### src/rtl/core/sme_pkg.sv
// Shared types and codes for the stack machine execute block.
// Depends on nothing; every other file imports it.
`timescale 1ns / 1ps

package sme_pkg;

    // Input item as it arrives on the port
    typedef struct packed {
        logic               cmd;
        logic [4:0]         opcode;
        logic [9:0]         arg_a;
        logic [9:0]         arg_b;
        logic [11:0]        instr_addr;
        logic signed [31:0] read_value;
        logic signed [31:0] const_value;
    } t_in_item;

    // Result item
    typedef struct packed {
        logic [11:0]        next_pc;
        logic               print_valid;
        logic signed [31:0] print_value;
        logic [2:0]         status;
    } t_out_item;

    // Command codes
    localparam logic CMD_EXEC = 1'b0;
    localparam logic CMD_DEF  = 1'b1;

    // Opcodes
    localparam logic [4:0] OP_NOP    = 5'd0;
    localparam logic [4:0] OP_LDC    = 5'd1;
    localparam logic [4:0] OP_LDV    = 5'd2;
    localparam logic [4:0] OP_STR    = 5'd3;
    localparam logic [4:0] OP_JMP    = 5'd4;
    localparam logic [4:0] OP_JMPF   = 5'd5;
    localparam logic [4:0] OP_CALL   = 5'd6;
    localparam logic [4:0] OP_ADD    = 5'd7;
    localparam logic [4:0] OP_SUB    = 5'd8;
    localparam logic [4:0] OP_MULT   = 5'd9;
    localparam logic [4:0] OP_DIV    = 5'd10;
    localparam logic [4:0] OP_AND    = 5'd11;
    localparam logic [4:0] OP_OR     = 5'd12;
    localparam logic [4:0] OP_NEG    = 5'd13;
    localparam logic [4:0] OP_CME    = 5'd14;
    localparam logic [4:0] OP_CMA    = 5'd15;
    localparam logic [4:0] OP_CEQ    = 5'd16;
    localparam logic [4:0] OP_CDIF   = 5'd17;
    localparam logic [4:0] OP_CMEQ   = 5'd18;
    localparam logic [4:0] OP_CMAQ   = 5'd19;
    localparam logic [4:0] OP_RD     = 5'd20;
    localparam logic [4:0] OP_RETURN = 5'd21;
    localparam logic [4:0] OP_PRN    = 5'd22;
    localparam logic [4:0] OP_INV    = 5'd23;
    localparam logic [4:0] OP_ALLOC  = 5'd24;
    localparam logic [4:0] OP_DALLOC = 5'd25;
    localparam logic [4:0] OP_HLT    = 5'd26;

    // Status codes
    localparam logic [2:0] ST_OK      = 3'd0;
    localparam logic [2:0] ST_OVER    = 3'd1;
    localparam logic [2:0] ST_UNDER   = 3'd2;
    localparam logic [2:0] ST_DIVZERO = 3'd3;
    localparam logic [2:0] ST_ADDR    = 3'd4;
    localparam logic [2:0] ST_HALT    = 3'd5;

    // Instruction class decided by the front end
    typedef enum logic [3:0] {
        C_NOP, C_DEF, C_PUSHIN, C_LDV, C_STR, C_JMP, C_JMPF, C_CALL,
        C_BIN, C_UN, C_ALLOC, C_DALLOC, C_HLT
    } t_cls;

    // Queue entry between front and back end
    typedef struct packed {
        t_cls     cls;
        t_in_item item;
    } t_qent;

    // Back end status seen by the front end
    typedef struct packed {
        logic clearing;
    } t_be_status;

    // Multiply / divide unit request
    typedef enum logic [1:0] {MD_MUL, MD_SDIV, MD_UMOD} t_mdop;

    typedef struct packed {
        logic  start;
        t_mdop op;
    } t_md_req;

    localparam int QDEPTH = 2;

endpackage

### src/rtl/core/sme_front.sv
// Front end: takes input items and classifies them for the back end.
// Depends on sme_pkg.
`timescale 1ns / 1ps

module sme_front import sme_pkg::*; (
    input  t_in_item   i_item,
    input  logic       i_valid,
    output logic       o_stall,
    input  logic       i_q_full,
    input  t_be_status i_status,
    output logic       o_push,
    output t_qent      o_ent
);

    // hold off while the queue is full or the memory is being cleared
    assign o_stall = i_q_full || i_status.clearing;
    assign o_push  = i_valid && !o_stall;

    t_cls cls;

    // opcode classification
    always_comb begin
        if (i_item.cmd == CMD_DEF) begin
            cls = C_DEF;
        end else begin
            unique case (i_item.opcode)
                OP_LDC, OP_RD:                       cls = C_PUSHIN;
                OP_LDV:                              cls = C_LDV;
                OP_STR:                              cls = C_STR;
                OP_JMP:                              cls = C_JMP;
                OP_JMPF:                             cls = C_JMPF;
                OP_CALL:                             cls = C_CALL;
                OP_ADD, OP_SUB, OP_MULT, OP_DIV,
                OP_AND, OP_OR, OP_CME, OP_CMA,
                OP_CEQ, OP_CDIF, OP_CMEQ, OP_CMAQ:   cls = C_BIN;
                OP_NEG, OP_RETURN, OP_PRN, OP_INV:   cls = C_UN;
                OP_ALLOC:                            cls = C_ALLOC;
                OP_DALLOC:                           cls = C_DALLOC;
                OP_HLT:                              cls = C_HLT;
                default:                             cls = C_NOP;
            endcase
        end
    end

    assign o_ent = '{cls: cls, item: i_item};

endmodule

### config.mk
export PLATFORM = sky130hd
export DESIGN_NAME = sme_front
export DESIGN_NICKNAME = d
export VERILOG_FILES = /design/src/rtl/core/sme_pkg.sv /design/src/rtl/core/sme_front.sv
export SDC_FILE = /design/constraint.sdc
export NUM_CORES = 1
export LEC_CHECK = 0
export ABC_AREA = 1
export BUFFER_PORTS_ARGS = -buffer_cell sky130_fd_sc_hd__clkbuf_2
export CORE_AREA = 3 3 81 83
export DETAILED_ROUTE_END_ITERATION = 10
export DIE_AREA = 0 0 84 86
export MAX_ROUTING_LAYER = met4
export PLACE_DENSITY = 0.71
export SETUP_SLACK_MARGIN = 0.2
export SLEW_MARGIN = 0
export SYNTH_ARGS = -nofsm -noshare
export SYNTH_HDL_FRONTEND = slang
export SYNTH_SLANG_ARGS = --single-unit
### constraint.sdc
create_clock -name vclk -period 1.3
set_clock_uncertainty 0.05 [all_clocks]
set_input_delay 0.13 -clock vclk [all_inputs]
set_output_delay 0.13 -clock vclk [all_outputs]
set_load 0.01 [all_outputs]
==> impl_metrics.toml <==
[logic_synthesis]
yosysMostFrequentCell = "buf_4"
ys_types = 15
synth_seq_area_share_pct = 0
synth_fp_nets = 259
synth_top_area_share_pct = 75.1
yosysTopAreaCell = "buf_4"
netlist_area_mm2 = 0.00103
synthesis.instances = 149
synth_common_cells = "103 x buf_4, 10 x inv_1, 10 x nand2_1"
synth_area_leaders = "buf_4 75%, ha_1 6.1%, inv_1 3.6%, nand2_1 3.6%, nand3_1 1.9%"
syn-mean-instance-area_um2 = 6.91
ys.warnings.count = 0

[floorplanning]
die_y_um = 86
rows = 28
core_mm2 = 0.00592
ios = 213
die_x_um = 84
start_util_pct = 17.4
die_area_mm2 = 0.00722

[critical_path]
cp_data_required_time_ps = 1120
path_class = "in -> out"
path_cells = "clkbuf_16 -> clkinv_8 -> ha_4 -> nand2_2 -> a21oi_2 -> nand2_1 -> inv_1 -> buf_2"
slowest_stage = "ha_4"
max_stage_delay_ps = 250
crit_path_end_kind = "primary output"
cp_data_arrival_time_ps = 930
cp-start-kind = "input pin"
path_max_fanout = 6

[clock_tree]
cts_setup_buffers = 0
cts_hold_buf = 0

[grt]
grt_start_max_net_pins = 11
grt_overflow_total = 0
use_met3_pct = 5.67
grt_pass1_wl_um = 2930
grt_pass1_vias = 501
grt_usage_pct = 5.18
met1_usage_pct = 3.24
antenna_found_initial = 0
busiest_layer = "met4"
grt_use_met2_pct = 6.51

[detailed_routing]
routed-via-count = 492
drt-total-wl_um = 2130
avgViaCountPerCell = 3.46
ant_nets = 0
initialDrtViolationCount = 3
drtPass1Iterations = 3
drc = 0
wl_per_cell_um = 15.0

[placement]
port_buffers = 21
routabilityCongestion = 0.710
placed_area_um2 = 455
dp_hpwl_um = 1820

[power]
peakVddDrop_v = 0.0000756
p_leak_nw = 0.256
p_total_uw = 143
p_per_area_mw_per_mm2 = 260

[hold_path]
holdPathStages = 0
hold_class = "in -> out"
hp-start = "i_item[0]"
hold_end = "o_ent[0]"

[timing]
relSlewSlack_pct = 84.9
max_freq_mhz = 903
hold_viol = 0
finalCritPeriodShare_pct = 85.2
tightest_slew_ps = 226
setup_violations = 0
rsz0062_at_grt = "true"
slew_viol_final = 0
tns_ps = 0
period_minus_slack_ps = 1110

[outcome]
status = "finished, final reports clean"

[layout]
drive_above_1_share_pct = 52.2
nFillCells = 676
insertedDiodeCount = 0
nets = 179
area_growth_pct = -46.5
seq_cell_count = 0
multi_input_area_um2 = 253
clkbuf_count = 0
final_util_pct = 9.30
stdcell_area_um2 = 551
ff_latch_area_um2 = 0

[run]
maxCapViolations = 0
[logic make-up after synthesis]
group	count (synthesis)	synth area share (%)
buffers and inverters	114	79.1
AND/OR/NAND/NOR	23	10.8
adder cells (fa/ha/maj)	5	6.08
AO/OA/AOI/OAI	7	4.01
[layer usage]
metal	up-vias	part of all wire [%]
met1	182	21
met3	42	26
met5	-	0
li1	192	-
met4	0	14
met2	76	39
[worst max-delay path by stage]
stage / from / cells after the start / slack, ps / endpoint
after CTS: i_item[96] / 6 / 190 / o_ent[105]
after global routing: i_item[96] / 9 / 120 / o_ent[102]
after global placement: i_item[96] / 8 / 80 / o_ent[102]
after detailed placement: i_item[96] / 8 / 60 / o_ent[102]
final: i_item[96] / 8 / 190 / o_ent[103]
after floorplan: i_item[97] / 6 / 400 / o_ent[103]
[placed cells by master, fill, tap and decap left out]
master,count
nor2_1,4
o211ai_1,1
nand2_2,1
inv_1,7
o21ai_1,2
a21oi_1,1
ha_2,1
nand4_1,2
clkinv_8,1
nand3_2,2
clkbuf_16,2
o21ai_2,1
nand2_1,9
nand3_1,4
ha_1,2
inv_2,2
clkbuf_2,16
a21oi_2,2
inv_6,1
or2_2,1
ha_4,2
buf_2,3
[per-stage QoR]
step | hold slack [ps] | setup WS, ps | cells
after floorplan | 236 | 398 | 149
after global placement | 210 | 79.0 | 142
after detailed placement | 210 | 57.6 | 142
after CTS | 210 | 187 | 142
after global routing | 210 | 122 | 142
final | 210 | 192 | 142
[critical path, delay by kind of cell]
family | cells | cell delay, ps
buffers and inverters | 4 | 350
adder cells (fa/ha/maj) | 1 | 250
AO/OA/AOI/OAI | 1 | 100
AND/OR/NAND/NOR | 2 | 90
[power breakdown]
| part | switching [mW] | internal [mW] |
|---|---|---|
| Sequential | 0 | 0 |
| Combinational | 0.0793 | 0.0637 |
| Clock | 0 | 0 |
| Total | 0.0793 | 0.0637 |
[layout make-up]
| cell class | instances | area share, % |
|---|---|---|
| inverter | 11 | 10.7 |
| timing repair buffer | 21 | 26.4 |
| multi-input combinational | 35 | 45.9 |
| tap | 75 | 17.0 |
[timing repair]
| action | CTS | global route |
|---|---|---|
| gates cloned | 0 | 0 |
| gates resized for setup | 16 | 10 |
| pin swaps | 5 | 7 |
| endpoints found under the hold margin | 0 | 0 |
| setup endpoints to repair | 4 | 4 |
(Power assumes the default switching activity.)
