## config.mk

```make
export PLATFORM = sky130hd
export DESIGN_NAME = sme_queue
export DESIGN_NICKNAME = d
export VERILOG_FILES = /design/src/rtl/core/sme_pkg.sv /design/src/rtl/core/sme_queue.sv
export SDC_FILE = /design/constraint.sdc
export NUM_CORES = 1
export LEC_CHECK = 0
export BUFFER_PORTS_ARGS = -buffer_cell sky130_fd_sc_hd__buf_2
export CAP_MARGIN = 20
export CORE_MARGIN = 3
export CORE_UTILIZATION = 45
export CTS_BUF_LIST = sky130_fd_sc_hd__clkbuf_4 sky130_fd_sc_hd__clkbuf_8 sky130_fd_sc_hd__clkbuf_16
export DETAILED_ROUTE_END_ITERATION = 10
export PLACE_DENSITY = 0.7
export SETUP_SLACK_MARGIN = 0.02
export SYNTH_ARGS = -nofsm -noshare
export SYNTH_HDL_FRONTEND = slang
export SYNTH_SLANG_ARGS = --single-unit
```

## constraint.sdc

```tcl
create_clock -name i_clk -period 8.84 [get_ports i_clk]
set_clock_uncertainty 0.05 [all_clocks]
set_input_delay 1.326 -clock i_clk [delete_from_list [all_inputs] [get_ports i_clk]]
set_output_delay 1.326 -clock i_clk [all_outputs]
set_load 0.03 [all_outputs]
```

## src/rtl/core/sme_pkg.sv

```systemverilog
// Shared types and codes for the stack machine execute block.
// Depends on nothing; every other file imports it.
`timescale 1ns / 1ps

package sme_pkg;

    // Input item as it arrives on the port
    typedef struct packed {
        logic               cmd;
        logic [4:0]         opcode;
        logic [9:0]         arg_a;
        logic [9:0]         arg_b;
        logic [11:0]        instr_addr;
        logic signed [31:0] read_value;
        logic signed [31:0] const_value;
    } t_in_item;

    // Result item
    typedef struct packed {
        logic [11:0]        next_pc;
        logic               print_valid;
        logic signed [31:0] print_value;
        logic [2:0]         status;
    } t_out_item;

    // Command codes
    localparam logic CMD_EXEC = 1'b0;
    localparam logic CMD_DEF  = 1'b1;

    // Opcodes
    localparam logic [4:0] OP_NOP    = 5'd0;
    localparam logic [4:0] OP_LDC    = 5'd1;
    localparam logic [4:0] OP_LDV    = 5'd2;
    localparam logic [4:0] OP_STR    = 5'd3;
    localparam logic [4:0] OP_JMP    = 5'd4;
    localparam logic [4:0] OP_JMPF   = 5'd5;
    localparam logic [4:0] OP_CALL   = 5'd6;
    localparam logic [4:0] OP_ADD    = 5'd7;
    localparam logic [4:0] OP_SUB    = 5'd8;
    localparam logic [4:0] OP_MULT   = 5'd9;
    localparam logic [4:0] OP_DIV    = 5'd10;
    localparam logic [4:0] OP_AND    = 5'd11;
    localparam logic [4:0] OP_OR     = 5'd12;
    localparam logic [4:0] OP_NEG    = 5'd13;
    localparam logic [4:0] OP_CME    = 5'd14;
    localparam logic [4:0] OP_CMA    = 5'd15;
    localparam logic [4:0] OP_CEQ    = 5'd16;
    localparam logic [4:0] OP_CDIF   = 5'd17;
    localparam logic [4:0] OP_CMEQ   = 5'd18;
    localparam logic [4:0] OP_CMAQ   = 5'd19;
    localparam logic [4:0] OP_RD     = 5'd20;
    localparam logic [4:0] OP_RETURN = 5'd21;
    localparam logic [4:0] OP_PRN    = 5'd22;
    localparam logic [4:0] OP_INV    = 5'd23;
    localparam logic [4:0] OP_ALLOC  = 5'd24;
    localparam logic [4:0] OP_DALLOC = 5'd25;
    localparam logic [4:0] OP_HLT    = 5'd26;

    // Status codes
    localparam logic [2:0] ST_OK      = 3'd0;
    localparam logic [2:0] ST_OVER    = 3'd1;
    localparam logic [2:0] ST_UNDER   = 3'd2;
    localparam logic [2:0] ST_DIVZERO = 3'd3;
    localparam logic [2:0] ST_ADDR    = 3'd4;
    localparam logic [2:0] ST_HALT    = 3'd5;

    // Instruction class decided by the front end
    typedef enum logic [3:0] {
        C_NOP, C_DEF, C_PUSHIN, C_LDV, C_STR, C_JMP, C_JMPF, C_CALL,
        C_BIN, C_UN, C_ALLOC, C_DALLOC, C_HLT
    } t_cls;

    // Queue entry between front and back end
    typedef struct packed {
        t_cls     cls;
        t_in_item item;
    } t_qent;

    // Back end status seen by the front end
    typedef struct packed {
        logic clearing;
    } t_be_status;

    // Multiply / divide unit request
    typedef enum logic [1:0] {MD_MUL, MD_SDIV, MD_UMOD} t_mdop;

    typedef struct packed {
        logic  start;
        t_mdop op;
    } t_md_req;

    localparam int QDEPTH = 2;

endpackage

```

## src/rtl/core/sme_queue.sv

```systemverilog
// Short queue of classified items between front and back end.
// Depends on sme_pkg.
`timescale 1ns / 1ps

module sme_queue import sme_pkg::*; (
    input  logic  i_clk,
    input  logic  i_rst_n,
    input  logic  i_push,
    input  t_qent i_ent,
    input  logic  i_pop,
    output logic  o_full,
    output logic  o_valid,
    output t_qent o_ent
);

    localparam int QAW = (QDEPTH > 1) ? $clog2(QDEPTH) : 1;

    t_qent            r_buf [QDEPTH];
    logic [QAW-1:0]   r_wp, r_rp;
    logic [QAW:0]     r_cnt;

    assign o_full  = (r_cnt == (QAW+1)'(QDEPTH));
    assign o_valid = (r_cnt != '0);
    assign o_ent   = r_buf[r_rp];

    function automatic logic [QAW-1:0] ptr_inc(input logic [QAW-1:0] p);
        ptr_inc = (p == QAW'(QDEPTH-1)) ? '0 : p + 1'b1;
    endfunction

    // storage
    always_ff @(posedge i_clk) begin
        if (i_push) begin
            r_buf[r_wp] <= i_ent;
        end
    end

    // pointers and fill count
    always_ff @(posedge i_clk) begin
        if (!i_rst_n) begin
            r_wp  <= '0;
            r_rp  <= '0;
            r_cnt <= '0;
        end else begin
            if (i_push) r_wp <= ptr_inc(r_wp);
            if (i_pop)  r_rp <= ptr_inc(r_rp);
            if (i_push && !i_pop)      r_cnt <= r_cnt + 1'b1;
            else if (!i_push && i_pop) r_cnt <= r_cnt - 1'b1;
        end
    end

endmodule

```

==> flow_metrics.tcl <==
set metrics [dict create \
    status "complete, no violations" \
    dr.pass1.iters 4 \
    drv_slew 0 \
    die_w_um 140 \
    place_inst 785 \
    post_cts_resized 0 \
    yosys.area.top_type "edfxtp_1" \
    synth.distinct_cells 17 \
    period_share_pct 46.9 \
    ctsLongestPathBuffers 3 \
    place_congestion 0.730 \
    path_delay_family "buffers and inverters" \
    hpwl_mm 9.97 \
    grt_max_degree 72 \
    fill_cells 1332 \
    met2_length_mm 7.23 \
    synth-seq-cells 217 \
    layout.cells.non_filler 827 \
    hold_path.class "flop to flop" \
    crit_chain "buf_4 > mux2_2 > buf_2" \
    cts_num_sinks 217 \
    first_global_vias 4317 \
    initial_core_util_pct 46.2 \
    vdd_drop_max_v 0.000164 \
    maxCapViolations 0 \
    grt_antenna_before_repair 2 \
    fmax_mhz 241 \
    clk_pin_slew_ns 0.05 \
    ctsHoldBuffers 0 \
    clk_latency_ns 0.48 \
    r2r_setup_slack_ns 6.58 \
    core.rowCount 48 \
    arrival_ns 2.77 \
    syn_area_per_cell_sq_um 22.8 \
    vias_per_cell 4.88 \
    highest_layer "met5" \
    ctsHtreeMaxLevel 1 \
    timing_worst_setup_path_type "flop to primary output" \
    cts_setup_buffers 0 \
    tightestPinTransition_ns 1.02 \
    nets 697 \
    critical_path_buf_inv_count 2 \
    area_growth_pct 25.0 \
    syn_nets 463 \
    coreArea_sq_um 17400 \
    numPortBuffers 217 \
    grt_usage_pct 14.6 \
    syn-cell-area_sq_um 8030 \
    cpPeakStageDelay_ns 0.91 \
    ioPinCount 218 \
    die_h_um 140 \
    syn_inst 352 \
    finalSetupTns_ns 0 \
    power_leakage_nw 3.86 \
    cts_root_buffer "clkbuf_16" \
    hold_viol_final 0 \
    post_drt_wl_per_cell_um 18.1 \
    cts_tree "done" \
    grt_overflow 0 \
    wl_met1_mm 6.06 \
    yosysWarnings 0 \
    period_needed_ns 4.15 \
    slew_headroom_pct 31.9 \
    drc_errors 0 \
    vias 4036 \
    route.met3.wl_mm 1.37 \
    numCtsBuffers 23 \
    start_kind "flop" \
    power_mw 2.38 \
    drt_iter0_drc 202 \
    setup_viol_count_final 0 \
    rsz0062_at_grt "no" \
    required_ns 7.46 \
    ant_nets 0 \
    dieArea_sq_um 19500 \
    ys_seq_area_share_pct 80.6 \
    powerDensity_nw_per_um2 237 \
    yosysTopAreaCellShare_pct 79.3 \
    routed_wl_mm 15.0 \
    drive_above_1_share_pct 60.7 \
    yosys-top-cells-area "edfxtp_1 79%, mux2_2 9.3%, mux2_4 7.5%" \
    path_max_fanout 62 \
    crit_slowest_cell "buf_4" \
    grt_pass1_wl_mm 22.9 \
    worst_setup_path_end_kind "primary output" \
]
[cells in the mapped netlist]
cell      number
xnor2_1        1
a21boi_1       1
xor2_1         2
nor2b_1        3
or3_1          1
o21ai_0        1
inv_1          1
or2_2          1
ha_1           1
and2_1         4
buf_6          6
mux2_4        40
dfxtp_1        5
edfxtp_1     212
buf_2          6
o21a_1         1
mux2_2        66
[flip-flops by register name, indices dropped and copies added, names as in the netlist, named ones only]
signal	cells
r_cnt	2
r_buf	212
r_wp	1
r_rp	1
[cell usage in the layout, fill, tap and decap left out]
cell / n
buf_2: 217
xor2_1: 2
a21boi_1: 1
or3_1: 1
clkbuf_4: 6
dfxtp_1: 4
clkinv_4: 1
inv_1: 1
clkinv_2: 3
or2_2: 1
clkinv_1: 6
nor2b_4: 1
o21ai_0: 1
nor2b_1: 2
ha_1: 1
buf_12: 1
inv_8: 1
o21a_1: 1
clkbuf_16: 23
and2_4: 1
diode_2: 1
dfxtp_4: 1
and2_1: 3
buf_4: 3
xnor2_1: 1
mux2_4: 40
edfxtp_1: 212
mux2_2: 66
[per-layer routing]
layer | up-vias | global-route usage (%)
li1 | 1862 | -
met1 | 1973 | 18.8
met5 | - | 0
met3 | 24 | 4.33
met4 | 2 | 3.57
met2 | 175 | 24.5
[worst min-delay path, stage by stage, from the launching register on]
cell and delay (ns):
dfxtp_1 0.32, o21ai_0 0.08, a21boi_1 0.07
[cell type report]
| cell class | instances | area (sq um) | area share (%) |
|---|---|---|---|
| Antenna cell | 1 | 2.50 | 0.0249 |
| Clock buffer | 29 | 621 | 6.19 |
| Clock inverter | 11 | 57.6 | 0.574 |
| Inverter | 1 | 3.75 | 0.0374 |
| Multi-Input combinational cell | 122 | 1470 | 14.6 |
| Sequential cell | 217 | 6470 | 64.5 |
| Tap cell | 225 | 282 | 2.81 |
| Timing Repair Buffer | 221 | 1130 | 11.2 |
[cell families after synthesis]
group | count (synthesis) | share of synthesized area (%)
AO/OA/AOI/OAI | 3 | 0.249
XOR/XNOR | 3 | 0.327
adder cells (fa/ha/maj) | 1 | 0.156
buffers and inverters | 13 | 1.26
flip-flops | 217 | 80.6
multiplexers | 106 | 16.7
AND/OR/NAND/NOR | 9 | 0.702
[where the power goes]
group	switching, mW	internal, mW
clock	0.354	0.497
sequential	0.0212	1.19
combinational	0.193	0.120
total	0.569	1.81
[metrics by stage]
| stage | util [%] | cell area (sq um) | worst slack [ns] | hold slack (ns) |
|---|---|---|---|---|
| floorplan | - | 8030 | 2.24 | 0.411 |
| global placement | 53.8 | 9330 | 5.13 | 0.421 |
| detailed placement | 53.8 | 9330 | 5.05 | 0.463 |
| CTS | 57.7 | 10000 | 4.62 | 0.475 |
| global route | 57.8 | 10000 | 4.51 | 0.521 |
| finish | 57.8 | 10000 | 4.69 | 0.471 |
[final timing paths]
kind	cells after the start	endpoint	startpoint
max	3	o_ent[35]	flop
min	2	r_cnt[1]$_SDFFE_PN0P_	r_cnt[1]$_SDFFE_PN0P_
max reg2reg	2	r_buf[1][4]$_DFFE_PP_	r_wp$_SDFFE_PN0P_
min reg2reg	2	r_cnt[1]$_SDFFE_PN0P_	r_cnt[1]$_SDFFE_PN0P_
Power figures use the tool's default switching activity.
