===== src/rtl/core/sme_pkg.sv =====
// Shared types and codes for the stack machine execute block.
// Depends on nothing; every other file imports it.
`timescale 1ns / 1ps

package sme_pkg;

    // Input item as it arrives on the port
    typedef struct packed {
        logic               cmd;
        logic [4:0]         opcode;
        logic [9:0]         arg_a;
        logic [9:0]         arg_b;
        logic [11:0]        instr_addr;
        logic signed [31:0] read_value;
        logic signed [31:0] const_value;
    } t_in_item;

    // Result item
    typedef struct packed {
        logic [11:0]        next_pc;
        logic               print_valid;
        logic signed [31:0] print_value;
        logic [2:0]         status;
    } t_out_item;

    // Command codes
    localparam logic CMD_EXEC = 1'b0;
    localparam logic CMD_DEF  = 1'b1;

    // Opcodes
    localparam logic [4:0] OP_NOP    = 5'd0;
    localparam logic [4:0] OP_LDC    = 5'd1;
    localparam logic [4:0] OP_LDV    = 5'd2;
    localparam logic [4:0] OP_STR    = 5'd3;
    localparam logic [4:0] OP_JMP    = 5'd4;
    localparam logic [4:0] OP_JMPF   = 5'd5;
    localparam logic [4:0] OP_CALL   = 5'd6;
    localparam logic [4:0] OP_ADD    = 5'd7;
    localparam logic [4:0] OP_SUB    = 5'd8;
    localparam logic [4:0] OP_MULT   = 5'd9;
    localparam logic [4:0] OP_DIV    = 5'd10;
    localparam logic [4:0] OP_AND    = 5'd11;
    localparam logic [4:0] OP_OR     = 5'd12;
    localparam logic [4:0] OP_NEG    = 5'd13;
    localparam logic [4:0] OP_CME    = 5'd14;
    localparam logic [4:0] OP_CMA    = 5'd15;
    localparam logic [4:0] OP_CEQ    = 5'd16;
    localparam logic [4:0] OP_CDIF   = 5'd17;
    localparam logic [4:0] OP_CMEQ   = 5'd18;
    localparam logic [4:0] OP_CMAQ   = 5'd19;
    localparam logic [4:0] OP_RD     = 5'd20;
    localparam logic [4:0] OP_RETURN = 5'd21;
    localparam logic [4:0] OP_PRN    = 5'd22;
    localparam logic [4:0] OP_INV    = 5'd23;
    localparam logic [4:0] OP_ALLOC  = 5'd24;
    localparam logic [4:0] OP_DALLOC = 5'd25;
    localparam logic [4:0] OP_HLT    = 5'd26;

    // Status codes
    localparam logic [2:0] ST_OK      = 3'd0;
    localparam logic [2:0] ST_OVER    = 3'd1;
    localparam logic [2:0] ST_UNDER   = 3'd2;
    localparam logic [2:0] ST_DIVZERO = 3'd3;
    localparam logic [2:0] ST_ADDR    = 3'd4;
    localparam logic [2:0] ST_HALT    = 3'd5;

    // Instruction class decided by the front end
    typedef enum logic [3:0] {
        C_NOP, C_DEF, C_PUSHIN, C_LDV, C_STR, C_JMP, C_JMPF, C_CALL,
        C_BIN, C_UN, C_ALLOC, C_DALLOC, C_HLT
    } t_cls;

    // Queue entry between front and back end
    typedef struct packed {
        t_cls     cls;
        t_in_item item;
    } t_qent;

    // Back end status seen by the front end
    typedef struct packed {
        logic clearing;
    } t_be_status;

    // Multiply / divide unit request
    typedef enum logic [1:0] {MD_MUL, MD_SDIV, MD_UMOD} t_mdop;

    typedef struct packed {
        logic  start;
        t_mdop op;
    } t_md_req;

    localparam int QDEPTH = 2;

endpackage


===== src/rtl/core/sme_muldiv.sv =====
// Iterative multiply / divide unit, one bit per cycle.
// Depends on sme_pkg.
`timescale 1ns / 1ps

module sme_muldiv import sme_pkg::*; #(
    parameter int WORD_WIDTH = 32
) (
    input  logic                  i_clk,
    input  logic                  i_rst_n,
    input  t_md_req               i_req,
    input  logic [WORD_WIDTH-1:0] i_a,
    input  logic [WORD_WIDTH-1:0] i_b,
    output logic                  o_done,
    output logic [WORD_WIDTH-1:0] o_result
);

    localparam int WW = WORD_WIDTH;
    localparam int CW = $clog2(WW) + 1;

    logic          r_busy, r_done, r_neg;
    t_mdop         r_op;
    logic [CW-1:0] r_cnt;
    logic [WW-1:0] r_x, r_y, r_acc;

    logic [WW:0]   rem_sh;
    logic          fits;
    logic [WW-1:0] ma, mb;

    assign ma     = i_a[WW-1] ? (WW'(0) - i_a) : i_a;
    assign mb     = i_b[WW-1] ? (WW'(0) - i_b) : i_b;
    assign rem_sh = {r_acc, r_y[WW-1]};
    assign fits   = (rem_sh >= {1'b0, r_x});

    assign o_done = r_done;
    always_comb begin
        unique case (r_op)
            MD_MUL:  o_result = r_acc;
            MD_SDIV: o_result = r_neg ? (WW'(0) - r_y) : r_y;
            MD_UMOD: o_result = r_acc;
            default: o_result = r_acc;
        endcase
    end

    always_ff @(posedge i_clk) begin
        if (!i_rst_n) begin
            r_busy <= 1'b0;
            r_done <= 1'b0;
            r_op   <= MD_MUL;
        end else begin
            r_done <= 1'b0;
            if (i_req.start) begin
                // load operands
                r_busy <= 1'b1;
                r_op   <= i_req.op;
                r_cnt  <= '0;
                r_acc  <= '0;
                unique case (i_req.op)
                    MD_MUL: begin
                        r_x   <= i_a;
                        r_y   <= i_b;
                        r_neg <= 1'b0;
                    end
                    MD_SDIV: begin
                        r_x   <= mb;
                        r_y   <= ma;
                        r_neg <= i_a[WW-1] ^ i_b[WW-1];
                    end
                    default: begin
                        r_x   <= i_b;
                        r_y   <= i_a;
                        r_neg <= 1'b0;
                    end
                endcase
            end else if (r_busy) begin
                if (r_op == MD_MUL) begin
                    // shift-add, low word only
                    if (r_y[0]) r_acc <= r_acc + r_x;
                    r_x <= r_x << 1;
                    r_y <= r_y >> 1;
                end else begin
                    // restoring divide, quotient shifts into r_y
                    if (fits) begin
                        r_acc <= WW'(rem_sh - {1'b0, r_x});
                        r_y   <= {r_y[WW-2:0], 1'b1};
                    end else begin
                        r_acc <= rem_sh[WW-1:0];
                        r_y   <= {r_y[WW-2:0], 1'b0};
                    end
                end
                r_cnt <= r_cnt + 1'b1;
                if (r_cnt == CW'(WW-1)) begin
                    r_busy <= 1'b0;
                    r_done <= 1'b1;
                end
            end
        end
    end

endmodule


===== config.mk =====
export PLATFORM = sky130hd
export DESIGN_NAME = sme_muldiv
export DESIGN_NICKNAME = d
export VERILOG_FILES = /design/src/rtl/core/sme_pkg.sv /design/src/rtl/core/sme_muldiv.sv
export SDC_FILE = /design/constraint.sdc
export NUM_CORES = 1
export LEC_CHECK = 0
export BUFFER_PORTS_ARGS = -buffer_cell sky130_fd_sc_hd__buf_2
export CAP_MARGIN = 20
export CORE_MARGIN = 3
export CORE_UTILIZATION = 30
export DETAILED_ROUTE_END_ITERATION = 12
export GPL_ROUTABILITY_DRIVEN = 0
export GPL_TIMING_DRIVEN = 1
export MAX_ROUTING_LAYER = met4
export SYNTH_ARGS = -nofsm -noshare
export SYNTH_HDL_FRONTEND = slang
export SYNTH_SLANG_ARGS = --single-unit

===== constraint.sdc =====
create_clock -name i_clk -period 3.4 [get_ports i_clk]
set_clock_uncertainty 0.05 [all_clocks]
set_input_delay 0.17 -clock i_clk [delete_from_list [all_inputs] [get_ports i_clk]]
set_output_delay 0.17 -clock i_clk [all_outputs]
set_load 0.1 [all_outputs]

==> flow_summary.ini, run 1 <==
[power_and_ir_drop]
power_density_mw_per_mm2 = 391
p_int_uw = 3360
p_seq_share_pct = 29.2
total_power_uw = 5850
clockPowerShare_pct = 18.7
sw_frac_of_total_pct = 42.6
peakVddDrop_v = 0.000256
p_leak_uw = 0.00586
p_switching_uw = 2490
power_frac_comb_pct = 52.1

[die]
dieArea_sq_mm = 0.0421
num_rows = 72
start_util_pct = 30.6
core-area_sq_mm = 0.0389
die_h_um = 205
ioPinCount = 102
die_width_um = 205

[cts]
clock_sinks = 107
clkTransAtPathRegs_ns = 0.07
numCtsBuffers = 9
cts_tree = yes
clockBufferDepth = 2
clk-insertion-delay-late_ns = 0.37
cts-hold-fix-buffers = 0
htreeDepth = 3
cts-root-buf = clkbuf_16

[drt]
ant_nets = 0
drc_errors = 0
drt_iter0_drc = 1179
vias = 12600
routed_wl_um = 42600
firstDrtPassIters = 6
routedWlPerCell_um = 19.3
vias_per_cell = 5.72

[synthesis]
post_synth_main_area_contributors = edfxtp_1, o21ai_0, ha_1, a21oi_1, mux2i_1
ys.flop_type = edfxtp_1
synthArstFlopShare_pct = 0
synthesis.area_sq_mm = 0.0119
synth_area_per_cell_sq_um = 7.89
yosys_warnings = 0
synthesis.nets = 1646
synth_edf_count = 103
ys_seq_elements = 107
ys_seq_area_share_pct = 26.7
syn-instance-count = 1508
synth_area_leader_cell = edfxtp_1
yosysUniqueCellTypes = 70
yosysTopAreaCellShare_pct = 26.0

[finish]
stdcell_count = 2205
drive_gt1_share_pct = 23.2
fillers = 4010
fin_util_pct = 38.5
area_growth_pct = 25.9
antenna_cells = 0
nets = 1820

[sta]
hold_viol = 0
fmax_mhz = 291
setup_tns_ns = -0.0811
maxSlewHeadroom_pct = 28.0
tightest_slew_ns = 1.07
grt_setup_unrepaired = yes
finalCriticalPeriod_ns = 3.44
fin_ws_ns = -0.0372
slew_viol_final = 0
setup_violations = 3
period_share_pct = 101

[setup_path]
worstSetupPathType = reg2out
rr_worst_depth = 13
cp-start-kind = flop
cp.required_ns = 3.18
cp-startpoint = r_y[15]
rr_startpoint = r_acc[0]
worstPathMaxFanout = 3
critPathCaptureType = primary output
crit_arrival_ns = 3.22

[job]
cap_violations = 0

[placed_design]
dp_cells = 2184
dp_hpwl_um = 32700
port_buffers = 101
pre_cts_ws_ns = -0.215

[hold_path]
min-delay-start = i_rst_n
hold_class = in2reg
min_path_cells = 3

[global_route]
grt_usage_pct = 20.3
gr-total-overflow = 0
antenna_found_initial = 1
grt_start_max_net_pins = 132
grt_pass1_vias = 11900
grt_pass1_wl_um = 66400

[run_status]
status = finished, violations left
violations = setup timing
through the flow:
stage,instance area [sq um],hold WS [ns]
after floorplan,12000,0.239
after global placement,14200,0.383
after detailed placement,14200,0.392
after CTS,14600,0.0139
after global routing,15000,0.0369
final,15000,0.0368
routing by layer:
metal  up-vias  routed length [um]  global-route usage (%)
met5         -                   0                       -
met4         0                 851                    4.61
met3        54                2280                    1.46
met2       474               20000                    32.7
met1      6006               19500                    28.0
li1       6069                   -                       -
state kept, by name (all words and copies together), names as in the netlist:
register  count
r_busy        1
r_y          32
r_op          2
r_cnt         6
r_x          32
o_done        1
r_neg         1
r_acc        32
path summary, 6_finish.rpt:
check                                    end  slack, ns
worst max-delay path            o_result[31]      -0.04
worst min-delay path                  o_done       0.04
worst max register to register     r_acc[18]      -0.01
worst min register to register        o_done       0.40
synth_stat cells (12+ instances only):
library cell,instances
a21o_1,25
xor2_1,50
or3_1,37
nand3_1,25
nand2_1,131
inv_1,64
mux2i_1,50
o2111ai_1,13
ha_1,67
nor4_1,15
nor2b_1,15
nor3_1,31
a21oi_1,127
xnor2_1,36
a31oi_1,31
clkbuf_1,83
o21ai_0,175
a211oi_1,25
o221ai_1,42
nand4_1,19
o21a_1,27
a41oi_1,18
o31ai_1,15
o211ai_1,15
nor2_1,114
o31a_1,12
edfxtp_1,103
nand2b_1,22
power by group through the flow:
stage,Sequential (uW),Combinational [uW],Clock [uW]
after detailed placement,1730,2840,0
after floorplan,1710,1880,0
after global routing,1720,3290,1160
final,1710,3050,1100
after global placement,1730,2800,0
after CTS,1700,2880,1110
final cells by class:
| cell class | instances | area, sq um | share of cell area (%) |
|---|---|---|---|
| Clock buffer | 10 | 229 | 1.53 |
| Clock inverter | 6 | 65.1 | 0.434 |
| Timing Repair Buffer | 272 | 2110 | 14.1 |
| Sequential cell | 107 | 3170 | 21.2 |
| Inverter | 66 | 248 | 1.65 |
| Multi-Input combinational cell | 1226 | 8510 | 56.8 |
| Tap cell | 518 | 648 | 4.33 |
worst max-delay path, stage by stage (launching register included):
cell and delay [ns]:
edfxtp_1 0.39, or3_4 0.41, or3_4 0.34, or3_4 0.35, nor2_4 0.17, nand3_4 0.12, or3_4 0.38, o31ai_2 0.21
xnor2_1 0.14, o21ai_4 0.16, buf_12 0.19
placed cells by master, fill, tap and decap left out, types with 15 or more instances in the layout:
master	netlist	final
inv_1	64	60
a41oi_1	18	18
buf_4	7	166
o211ai_1	15	15
nor2_1	114	110
edfxtp_1	103	103
nand2b_1	22	21
buf_12	0	20
a21oi_1	127	119
nand4_1	19	19
xor2_1	50	49
a31oi_1	31	29
mux2i_1	50	45
buf_2	7	83
or3_1	37	31
o21ai_1	1	17
nor3_1	31	29
o21ai_2	0	15
o21ai_0	175	143
a21o_1	25	25
ha_1	67	61
nand2_1	131	128
a211oi_1	25	18
nand3_1	25	23
xnor2_1	36	36
o21a_1	27	27
o221ai_1	42	42
kinds of logic (layout without fill, tap and decap cells):
kind of cell	after synthesis	after routing	share of synthesized area [%]
xor+xnor	86	86	6.33
buf+inv	175	354	6.20
compound gates	576	576	31.1
flops	107	107	26.7
mux	50	50	4.21
fa+ha+maj	69	69	7.38
simple gates	445	445	18.2
repair_timing:
item                                    CTS  global route
buffers inserted                          4             0
endpoints found under the setup margin   43            44
pin swaps                                17            39
gates resized for setup                  31            65
gates cloned                              0             1
Note: power is estimated with default switching activity, not from simulation.
==> inputs of run 2 (changes only) <==
Settings changed: PLACE_DENSITY_LB_ADDON set to 0.12.
==> run 2 against run 1 <==
Against the previous run:
- the flow still finishes with violations (setup timing)
- combinational power increased by 3%
- wire length increased by 5.7%
- count of clock-buffer cells in the layout decreased by 1
- first-iteration DRC count decreased by 20%
- global-route usage increased by 1.5 points
- utilization increased by 1.2 points
==> flow_summary.ini, run 2 (synthesis gave the netlist of run 1 again) <==
[setup_path]
worstSetupPathType = reg2out
cp-start-kind = flop
crit_end = o_result[28]
timing.rr.end = r_acc[28]
critPathCaptureType = primary output
rr_startpoint = r_acc[0]
cp.required_ns = 3.18
worstPathMaxFanout = 4
cp-startpoint = r_y[15]
r2r_slack_ns = -0.01
rr_worst_depth = 13
crit_arrival_ns = 3.24

[placed_design]
dp_hpwl_um = 35100
dpl_cell_area_sq_mm = 0.0144
dp_cells = 2223
port_buffers = 101

[drt]
routedWlPerCell_um = 20.0
ant_nets = 0
vias_per_cell = 5.49
drc_errors = 0
drt_iter0_drc = 946
vias = 12300
routed_wl_um = 45000
firstDrtPassIters = 6

[finish]
fillers = 4043
multi_input_area_sq_mm = 0.00862
final_area_sq_mm = 0.0154
antenna_cells = 0
final_common_cell = buf_4
final_cell_mix = buf_4, o21ai_0, nand2_1
nets = 1866
drive_gt1_share_pct = 25.7
reg.largest.list = r_acc (32), r_x (32), r_y (32)
stdcell_count = 2250
layout.area.seq_sq_mm = 0.00317
area_growth_pct = 29.8

[sta]
slew_viol_final = 0
setup_violations = 6
finalCriticalPeriod_ns = 3.46
holdWs_ns = 0.0442
hold_viol = 0
grt_setup_unrepaired = yes
period_share_pct = 102
maxSlewHeadroom_pct = 42.5
setup_tns_ns = -0.135
fmax_mhz = 289
fin_ws_ns = -0.0623
tightest_slew_ns = 0.863

[die]
num_rows = 72
core-area_sq_mm = 0.0389
dieArea_sq_mm = 0.0421
die_width_um = 205
start_util_pct = 30.6
die_h_um = 205
ioPinCount = 102

[hold_path]
hold_class = in2reg
min-delay-start = i_rst_n

[power_and_ir_drop]
power_frac_comb_pct = 51.7
clockPowerShare_pct = 20.2
p_int_uw = 3550
p_seq_share_pct = 28.1
total_power_uw = 6060
power_density_mw_per_mm2 = 392
peakVddDrop_v = 0.000228
sw_frac_of_total_pct = 41.3
p_switching_uw = 2500
p_leak_uw = 0.00617

[global_route]
grt_pass1_wl_um = 69900
antenna_found_initial = 0
gr-total-overflow = 0
grt_start_max_net_pins = 68
grt_pass1_vias = 11800
grt_usage_pct = 21.8

[cts]
cts-root-buf = clkbuf_16
clk-insertion-delay-late_ns = 0.37
clkTransAtPathRegs_ns = 0.07
cts_tree = yes
htreeDepth = 3
numCtsBuffers = 9
clock_sinks = 107
cts-hold-fix-buffers = 0
clockBufferDepth = 2

[run_status]
status = finished, violations left
violations = setup timing

[job]
cap_violations = 0
## run 2: cell count changes in the layout (fill, tap and decap cells not counted), sizes merged
cell	before	now
buf	270	316
inv	65	64
nand2	132	133
clkinvlp	1	0
clkbuf	12	10
bufinv	1	3
## run 2: worst max-delay path, stage by stage (launching register included)
cell and delay (ns):
edfxtp_1 0.39, or3_4 0.41, or3_4 0.34, or3_4 0.35, nor2_4 0.14, buf_4 0.13
nand3_4 0.08, or3_4 0.39, o21ai_2 0.14, xor2_1 0.11, o21ai_2 0.20, buf_12 0.19
## run 2: power by group through the flow
stage	sequential [uW]	combinational, uW	clock (uW)
final	1700	3130	1220
after global routing	1720	3390	1300
after CTS	1700	3000	1250
after detailed placement	1720	2920	0
after global placement	1720	2920	0
after floorplan	1710	1880	0
## run 2: worst min path at each step
| stage | endpoint | slack (ns) | cells after the start |
|---|---|---|---|
| after CTS | o_done | 0.03 | 3 |
| after global routing | o_done | 0.05 | 3 |
| after global placement | o_done | 0.39 | 2 |
| final | o_done | 0.04 | 3 |
| after floorplan | o_done | 0.24 | 2 |
| after detailed placement | o_done | 0.39 | 2 |
## run 2: repair_timing
action                     CTS  global route
setup buffers                5             5
setup endpoints to repair   42            46
pin swaps                   20            49
gates resized for setup     56            67
gates cloned                 1             0
## run 2: layout make-up
class                      count  area share (%)
clock buffer                   9            1.46
clock inverter                 6           0.681
inverter                      66            1.60
multi-input combinational   1227            55.9
sequential                   107            20.6
tap                          518            4.20
timing repair buffer         317            15.6
## run 2: per-stage QoR
step / setup slack (ns) / utilization, %
after floorplan: -0.581 / -
after global routing: -0.180 / 39.7
after CTS: -0.0916 / 38.7
final: -0.0623 / 39.7
after detailed placement: -0.209 / 37.1
after global placement: -0.188 / 37.1
## run 2: routing by layer
layer,wire length (um),track usage [%]
met1,22400,31.8
met2,20400,33.4
met3,1580,1.49
met4,650,4.27
met5,0,-
==> inputs of run 3 (changes only) <==
Settings changed: CORE_ASPECT_RATIO set to 2, CTS_BUF_LIST set to sky130_fd_sc_hd__clkbuf_8.
==> run 3 against run 2 <==
Against the previous run:
- the flow still finishes with violations (setup timing)
- critical path type unchanged
- cell area up 0.88%
- total power shrank 4.4%
- fmax increased by 0.39%
- worst setup slack better by 0.013 ns
- flip-flop and latch count is the same
- highest routed layer unchanged
- clock power shrank 28%
- critical endpoint is now o_result[31]
- largest cell class unchanged
- critical path depth shrank 1
- register-to-register slack worse by 0.02 ns
- wire length is 9.5% higher
==> flow_summary.ini, run 3 (synthesis gave the netlist of run 1 again) <==
[die]
core-area_sq_mm = 0.0389
die_h_um = 288
start_util_pct = 30.6
num_rows = 102
ioPinCount = 102
dieArea_sq_mm = 0.0422
die_width_um = 147

[placed_design]
dp_hpwl_um = 39200
port_buffers = 101
pre_cts_ws_ns = -0.336

[sta]
tightest_slew_ns = 1.11
hold_viol = 0
maxSlewHeadroom_pct = 25.0
holdWs_ns = 0.111
setup_tns_ns = -0.248
setup_violations = 12
slew_viol_final = 0
fin_ws_ns = -0.0488
finalCriticalPeriod_ns = 3.45
grt_setup_unrepaired = yes
period_share_pct = 101
fmax_mhz = 290

[power_and_ir_drop]
power_density_mw_per_mm2 = 372
total_power_uw = 5790
peakVddDrop_v = 0.000178
p_leak_uw = 0.00626

[drt]
routed_wl_um = 49300
firstDrtPassIters = 5
drc_errors = 0
drt_iter0_drc = 647
vias_per_cell = 5.55
ant_nets = 0
routedWlPerCell_um = 21.5
vias = 12700

[global_route]
grt_usage_pct = 23.3
grt_start_max_net_pins = 123
grt_pass1_wl_um = 73800
antenna_found_initial = 4
met1_usage_pct = 24.0
grt_pass1_vias = 12700
grt_busiest_layer = met2
met2_usage_pct = 43.3
grtUsageMet3_pct = 1.97
gr-total-overflow = 0

[cts]
cts-root-buf = clkbuf_8
clkTransAtPathRegs_ns = 0.10
cts_tree = yes
clockBufferDepth = 2
htreeDepth = 3
numCtsBuffers = 9
clk-insertion-delay-late_ns = 0.42
clock_sinks = 107

[finish]
fin_util_pct = 40.0
area_growth_pct = 30.9
reg.largest.list = r_acc (32), r_x (32), r_y (32)
drive_gt1_share_pct = 26.8
nets = 1899
final_common_cell = buf_4
final_cell_mix = buf_4, o21ai_0, nand2_1

[setup_path]
crit_chain = or3_4 -> or3_4 -> or3_4 -> nor2_4 -> nand3_4 -> or3_4 -> o31ai_4 -> xnor2_2 -> o21ai_4 -> buf_12
cp.required_ns = 3.18
worstPathMaxFanout = 3
cp_common_cell = or3_4
crit_arrival_ns = 3.23
worstSetupPathType = reg2out
slowest_delay_ns = 0.40
critPathCaptureType = primary output
worst_path_max_delay_cell = edfxtp_1
r2r_slack_ns = -0.03
cp-start-kind = flop

[run_status]
status = finished, violations left
violations = setup timing

[hold_path]
hold_class = in2reg

[job]
cap_violations = 0
-- run 3: changes by cell type in the layout (fill, tap and decap cells not counted), sizes merged --
| cell | change |
|---|---|
| inv | +2 |
| bufinv | -2 |
| clkinvlp | +1 |
| diode | +4 |
| dlygate4sd3 | +1 |
| buf | +32 |
-- run 3: area by class of cell --
class | instances | area [sq um]
inverter | 66 | 248
antenna | 4 | 10.0
sequential | 107 | 3170
multi-input combinational | 1227 | 8570
fill | 4015 | 23300
timing repair buffer | 350 | 2710
clock inverter | 7 | 86.3
clock buffer | 9 | 124
tap | 520 | 651
-- run 3: final timing paths --
kind | cells past startpoint | from | to
setup / recovery | 10 | r_y[15] | o_result[31]
hold / removal | 3 | i_a[15] | r_y[15]
setup reg to reg | 13 | r_acc[0] | r_acc[5]
hold reg to reg | 2 | r_busy | o_done
-- run 3: worst max-delay path, delay by kind of cell, from the launching register on --
kind                      cells  cell delay, ns
DFF                           1            0.40
xor gates and xnor gates      1            0.11
and+or+nand+nor               6            1.73
AOI/OAI and AO/OA             2            0.40
buffers and inverters         1            0.19
-- run 3: metrics by stage --
stage | area [sq um] | cells
after floorplan | 12000 | 1508
after global placement | 14700 | 2257
after detailed placement | 14700 | 2257
after CTS | 15300 | 2285
after global routing | 15600 | 2290
final | 15600 | 2290
-- run 3: routing by layer --
layer  routed length [um]  up-vias
met5                    0        -
met4                 2950        0
met3                 1410       87
met2                26600      307
met1                18300     6080
li1                     -     6225
-- run 3: timing repair --
item	CTS	global route
gates resized for setup	73	46
buffers inserted	10	2
hold buffers	1	0
endpoints found under the hold margin	3	0
cloned	1	0
endpoints found under the setup margin	43	48
pin swaps	24	21
-- run 3: power breakdown --
part           total (uW)  switching [uW]  internal [uW]
sequential           1690            93.2           1600
combinational        3220            1930           1290
clock                 874             519            355
